--- src/design/ufce_pkg.sv ---
package ufce_pkg;

  // Number of nodes in the parent table.
  localparam int NODES = 1024;
  // Width of a table entry and of a table address.
  localparam int IDX_W = $clog2(NODES);
  // Width of a node index as it arrives on the input channel and leaves on the result channel.
  localparam int IN_W = 10;

  typedef logic [IDX_W-1:0] idx_t;
  typedef logic [IN_W-1:0] node_t;

  // One cycle of parent memory traffic: a read address every cycle, an optional write.
  typedef struct packed {
    idx_t rd_addr;
    logic wr_en;
    idx_t wr_addr;
    idx_t wr_data;
  } mem_req_t;

  // Finished result handed from the sequencer to the output register.
  typedef struct packed {
    logic  valid;
    logic  redundant;
    node_t root;
  } res_t;

  typedef enum logic [1:0] {
    WK_IDLE,
    WK_CHK,
    WK_HALVE,
    WK_DONE
  } walk_state_t;

  // Reduces an incoming index modulo NODES by restoring subtraction of NODES shifted
  // left. Steps whose shifted constant exceeds the largest index fold away.
  function automatic idx_t fold_index(node_t v);
    logic [31:0] r;
    r = 32'(v);
    for (int k = IN_W - 1; k >= 0; k--) begin
      if (r >= (32'(NODES) << k)) begin
        r = r - (32'(NODES) << k);
      end
    end
    return IDX_W'(r);
  endfunction

endpackage

--- src/design/ufce_walker.sv ---
module ufce_walker (
  input  logic               clk,
  input  logic               rst_n,
  input  logic               start,
  input  ufce_pkg::node_t    node_a,
  input  ufce_pkg::node_t    node_b,
  input  ufce_pkg::idx_t     rdata,
  input  logic               res_take,
  output ufce_pkg::mem_req_t req,
  output ufce_pkg::res_t     res,
  output logic               idle
);

  ufce_pkg::walk_state_t st_r, st_nxt;
  ufce_pkg::idx_t        x_r, x_nxt;
  ufce_pkg::idx_t        b_r, b_nxt;
  ufce_pkg::idx_t        ra_r, ra_nxt;
  ufce_pkg::idx_t        rb_r, rb_nxt;
  logic                  phase_r, phase_nxt;
  logic                  redundant_r, redundant_nxt;
  ufce_pkg::idx_t        fa;

  assign fa = ufce_pkg::fold_index(node_a);

  // Each check reads the parent of x. A root ends the walk; otherwise the
  // grandparent is fetched and written into x's entry, and the walk moves there.
  always_comb begin
    st_nxt        = st_r;
    x_nxt         = x_r;
    b_nxt         = b_r;
    ra_nxt        = ra_r;
    rb_nxt        = rb_r;
    phase_nxt     = phase_r;
    redundant_nxt = redundant_r;
    req.rd_addr   = x_r;
    req.wr_en     = 1'b0;
    req.wr_addr   = x_r;
    req.wr_data   = rdata;
    case (st_r)
      ufce_pkg::WK_IDLE: begin
        if (start) begin
          req.rd_addr = fa;
          x_nxt       = fa;
          b_nxt       = ufce_pkg::fold_index(node_b);
          phase_nxt   = 1'b0;
          st_nxt      = ufce_pkg::WK_CHK;
        end
      end
      ufce_pkg::WK_CHK: begin
        if (rdata == x_r) begin
          if (!phase_r) begin
            ra_nxt      = x_r;
            x_nxt       = b_r;
            req.rd_addr = b_r;
            phase_nxt   = 1'b1;
          end else begin
            rb_nxt        = x_r;
            redundant_nxt = (ra_r == x_r);
            if (ra_r != x_r) begin
              req.wr_en   = 1'b1;
              req.wr_addr = ra_r;
              req.wr_data = x_r;
            end
            st_nxt = ufce_pkg::WK_DONE;
          end
        end else begin
          req.rd_addr = rdata;
          st_nxt      = ufce_pkg::WK_HALVE;
        end
      end
      ufce_pkg::WK_HALVE: begin
        req.wr_en   = 1'b1;
        req.wr_addr = x_r;
        req.wr_data = rdata;
        req.rd_addr = rdata;
        x_nxt       = rdata;
        st_nxt      = ufce_pkg::WK_CHK;
      end
      ufce_pkg::WK_DONE: begin
        if (res_take) begin
          st_nxt = ufce_pkg::WK_IDLE;
        end
      end
      default: begin
        st_nxt = ufce_pkg::WK_IDLE;
      end
    endcase
  end

  always_ff @(posedge clk) begin
    if (!rst_n) begin
      st_r    <= ufce_pkg::WK_IDLE;
      phase_r <= 1'b0;
    end else begin
      st_r    <= st_nxt;
      phase_r <= phase_nxt;
    end
  end

  always_ff @(posedge clk) begin
    x_r         <= x_nxt;
    b_r         <= b_nxt;
    ra_r        <= ra_nxt;
    rb_r        <= rb_nxt;
    redundant_r <= redundant_nxt;
  end

  assign res.valid     = (st_r == ufce_pkg::WK_DONE);
  assign res.redundant = redundant_r;
  assign res.root      = ufce_pkg::IN_W'(rb_r);
  assign idle          = (st_r == ufce_pkg::WK_IDLE);

  // The table stays a forest, so no write ever makes an entry point at itself.
  a_no_self_parent_write: assert property (
    @(posedge clk) disable iff (!rst_n) req.wr_en |-> (req.wr_addr != req.wr_data)
  ) else $error("parent write would create a self loop");

  a_start_enters_walk: assert property (
    @(posedge clk) disable iff (!rst_n)
    (st_r == ufce_pkg::WK_IDLE && start) |=> (st_r == ufce_pkg::WK_CHK && !phase_r)
  ) else $error("accepted edge did not start the first walk");

  a_result_held: assert property (
    @(posedge clk) disable iff (!rst_n)
    (st_r == ufce_pkg::WK_DONE && !res_take) |=>
      (st_r == ufce_pkg::WK_DONE && $stable(rb_r) && $stable(redundant_r))
  ) else $error("finished result changed before it was taken");

endmodule

--- config.mk ---
export PLATFORM = sky130hd
export DESIGN_NAME = ufce_walker
export DESIGN_NICKNAME = d
export VERILOG_FILES = /design/src/design/ufce_pkg.sv /design/src/design/ufce_walker.sv
export SDC_FILE = /design/constraint.sdc
export NUM_CORES = 1
export LEC_CHECK = 0
export BUFFER_PORTS_ARGS = -buffer_cell sky130_fd_sc_hd__buf_4
export CORE_UTILIZATION = 41
export CTS_BUF_LIST = sky130_fd_sc_hd__clkbuf_2 sky130_fd_sc_hd__clkbuf_4 sky130_fd_sc_hd__clkbuf_8
export DETAILED_ROUTE_END_ITERATION = 12
export PLACE_DENSITY = 0.74
export SYNTH_ARGS = -nofsm -noshare
export SYNTH_HDL_FRONTEND = slang
export SYNTH_SLANG_ARGS = --single-unit
--- constraint.sdc ---
create_clock -name clk -period 3.1 [get_ports clk]
set_clock_uncertainty 0.15 [all_clocks]
set_input_delay 0.465 -clock clk [delete_from_list [all_inputs] [get_ports clk]]
set_output_delay 0.465 -clock clk [all_outputs]
set_load 0.1 [all_outputs]
==> results.yml <==
synthesis:
  ys_seq_elements: 44
  synth_edf_count: 41
  syn_area_per_cell_um2: 11.0
  ys_types: 37
  synthArstFlopShare_pct: 0
  yosysWarnings: 0
  synth_cells: 257
  yosysSeqAreaShare_pct: 45.7
  syn_nets: 295
  ys.flop_type: "edfxtp_1"
  syn-cell-area_um2: 2820
placed_design:
  port_buffers: 77
  place_ws_ns: 0.120
  finalWeightedCongestion: 0.904
  hpwl_mm: 5.71
setup_path:
  max_stage_delay_ns: 0.46
  r2r_start: "x_r[4]"
  crit_end: "req[21]"
  crit_arrival_ns: 2.44
  crit_type: "reg -> out"
  cp_common_cell: "buf_4"
  crit_slowest_cell: "edfxtp_1"
  critPathRequiredTime_ns: 2.48
  cp-end-kind: "output pin"
  r2r_cells: 7
  path_cells: "xor2_1 > nor4_4 > buf_4 > nand3_2 > buf_4 > mux2i_2 > o221ai_4 > buf_6"
  critPathLaunchType: "flop"
  cp-startpoint: "x_r[4]"
  r2r_end: "x_r[5]"
  worstPathMaxFanout: 4
  reg2reg_slack_ns: 0.67
clock_tree:
  clk_pin_slew_ns: 0.09
  htree_levels: 2
  cts_inserted_buffers: 5
  hold_buffers: 0
  cts_tree: "yes"
  cts_max_path_buffers: 2
  cts.sinks: 44
  clock_latency_ns: 0.31
  cts_root_buf: "clkbuf_8"
routing:
  viasPerCell: 5.83
  firstDrtPassIters: 4
  ant_nets: 0
  finalWirelength_mm: 8.10
  wl_per_cell_um: 19.0
  drc: 0
  drtIter0Drc: 222
  detailroute.via_count: 2482
floorplan:
  core_area_um2: 6490
  die-area_um2: 7220
  die_width_um: 85.0
  ioPinCount: 78
  die_h_um: 85.0
  num_rows: 29
  initial_utilization_pct: 43.5
finish:
  final_nets: 386
  final_common_cell: "buf_4"
  num_antenna_cells: 0
  drive_above_1_share_pct: 48.4
  final_cell_mix: "89 x buf_4, 41 x edfxtp_1, 21 x mux2_2"
  syn_to_final_growth_pct: 43.9
grt:
  grt_pass1_vias: 2405
  grt_max_degree: 24
  grt_pass1_wl_mm: 12.5
  grt_overflow_total: 0
  grt_util_all_layers_pct: 22.9
  antenna_found_initial: 0
job:
  drv_cap: 0
timing:
  tightestPinTransition_ns: 0.630
  min_period_over_period_pct: 98.6
  setup-violations-final: 0
  final_hold_viol_count: 0
  timing.final.max_slew_violations: 0
  relSlewSlack_pct: 58.0
  layout_setup_ws_ns: 0.0441
  rsz0062_at_grt: "true"
  min_period_ns: 3.06
  max_freq_ghz: 0.327
run_status:
  outcome: "complete, no violations"
worst_hold_path:
  hold_path.class: "in -> reg"
layout make-up:
type / instances / area (µm²)
Inverter: 6 / 22.5
Timing Repair Buffer: 108 / 913
Multi-Input combinational cell: 183 / 1630
Clock buffer: 5 / 68.8
Tap cell: 77 / 96.3
Fill cell: 511 / 2430
Sequential cell: 44 / 1290
Clock inverter: 3 / 42.5
worst max-delay path: cells and delay by family, from the launching register on:
kind,cells,cell delay (ns)
buffers and inverters,3,0.61
and+or+nand+nor,2,0.47
DFF,1,0.46
xor gates and xnor gates,1,0.22
AOI/OAI and AO/OA,1,0.19
muxes,1,0.17
flip-flops by register name (all words and copies together) (netlist names):
register / count
phase_r: 1
b_r: 10
redundant_r: 1
rb_r: 10
st_r: 2
ra_r: 10
x_r: 10
kinds of logic after synthesis:
logic type               after synthesis  share of synthesized area (%)
flip-flops                            44                           45.7
AO/OA/AOI/OAI                         68                           16.9
AND/OR/NAND/NOR                       59                           12.0
buffers and inverters                 31                           5.49
XOR/XNOR                              20                           6.20
adder cells (fa/ha/maj)                4                           1.77
multiplexers                          31                           11.9
worst min path at each step:
| stage | startpoint | endpoint | slack (ns) | cells past startpoint |
|---|---|---|---|---|
| 2_1_floorplan | x_r[2] | ra_r[2] | 0.29 | 0 |
| 3_3_place_gp | st_r[1] | st_r[1] | 0.37 | 2 |
| 3_5_place_dp | st_r[1] | st_r[1] | 0.38 | 2 |
| 4_1_cts | node_b[0] | b_r[0] | 0.17 | 1 |
| 5_1_grt | node_b[4] | b_r[4] | 0.17 | 1 |
| 6_report | node_b[4] | b_r[4] | 0.17 | 1 |
Yosys cell counts, types with 7 or more instances:
master    instances  area, µm²
a21oi_1          15       75.1
a22o_1           10       87.6
a22oi_1          17        128
clkbuf_1         15       56.3
edfxtp_1         41       1230
mux2_2           21        236
mux2i_1          10        100
nand2_1          11       41.3
nor2_1           17       63.8
nor2b_1           8       50.1
o21ai_0           8       40.0
o221ai_1          7       61.3
xor2_1           16        140
through the flow:
| step | cells | cell area [µm²] | hold WS, ns | utilization (%) | TNS (ns) |
|---|---|---|---|---|---|
| after floorplan | 257 | 3010 | 0.293 | - | -0.629 |
| after global placement | 410 | 3730 | 0.365 | 57.4 | 0 |
| after detailed placement | 410 | 3730 | 0.378 | 57.4 | 0 |
| after CTS | 422 | 3900 | 0.170 | 60.0 | 0 |
| after global routing | 426 | 4060 | 0.165 | 62.6 | -0.0457 |
| final | 426 | 4060 | 0.173 | 62.6 | 0 |
routing by layer:
metal | up-vias | GRT usage, % | part of all wire [%]
li1 | 1152 | - | -
met1 | 1198 | 29.3 | 41
met2 | 122 | 38.6 | 49
met3 | 10 | 4.96 | 8.3
met4 | 0 | 7.86 | 1.1
met5 | - | 0 | 0
repair_timing:
item / in CTS / in global routing
endpoints found under the setup margin: 17 / 23
buffers inserted: 3 / 4
cloned: 1 / 0
resized for setup: 8 / 33
pin swaps: 2 / 3
Power is left out: the tool's default activity adds up to more than one toggle a clock period on the data nets, which glitch-free logic cannot reach.
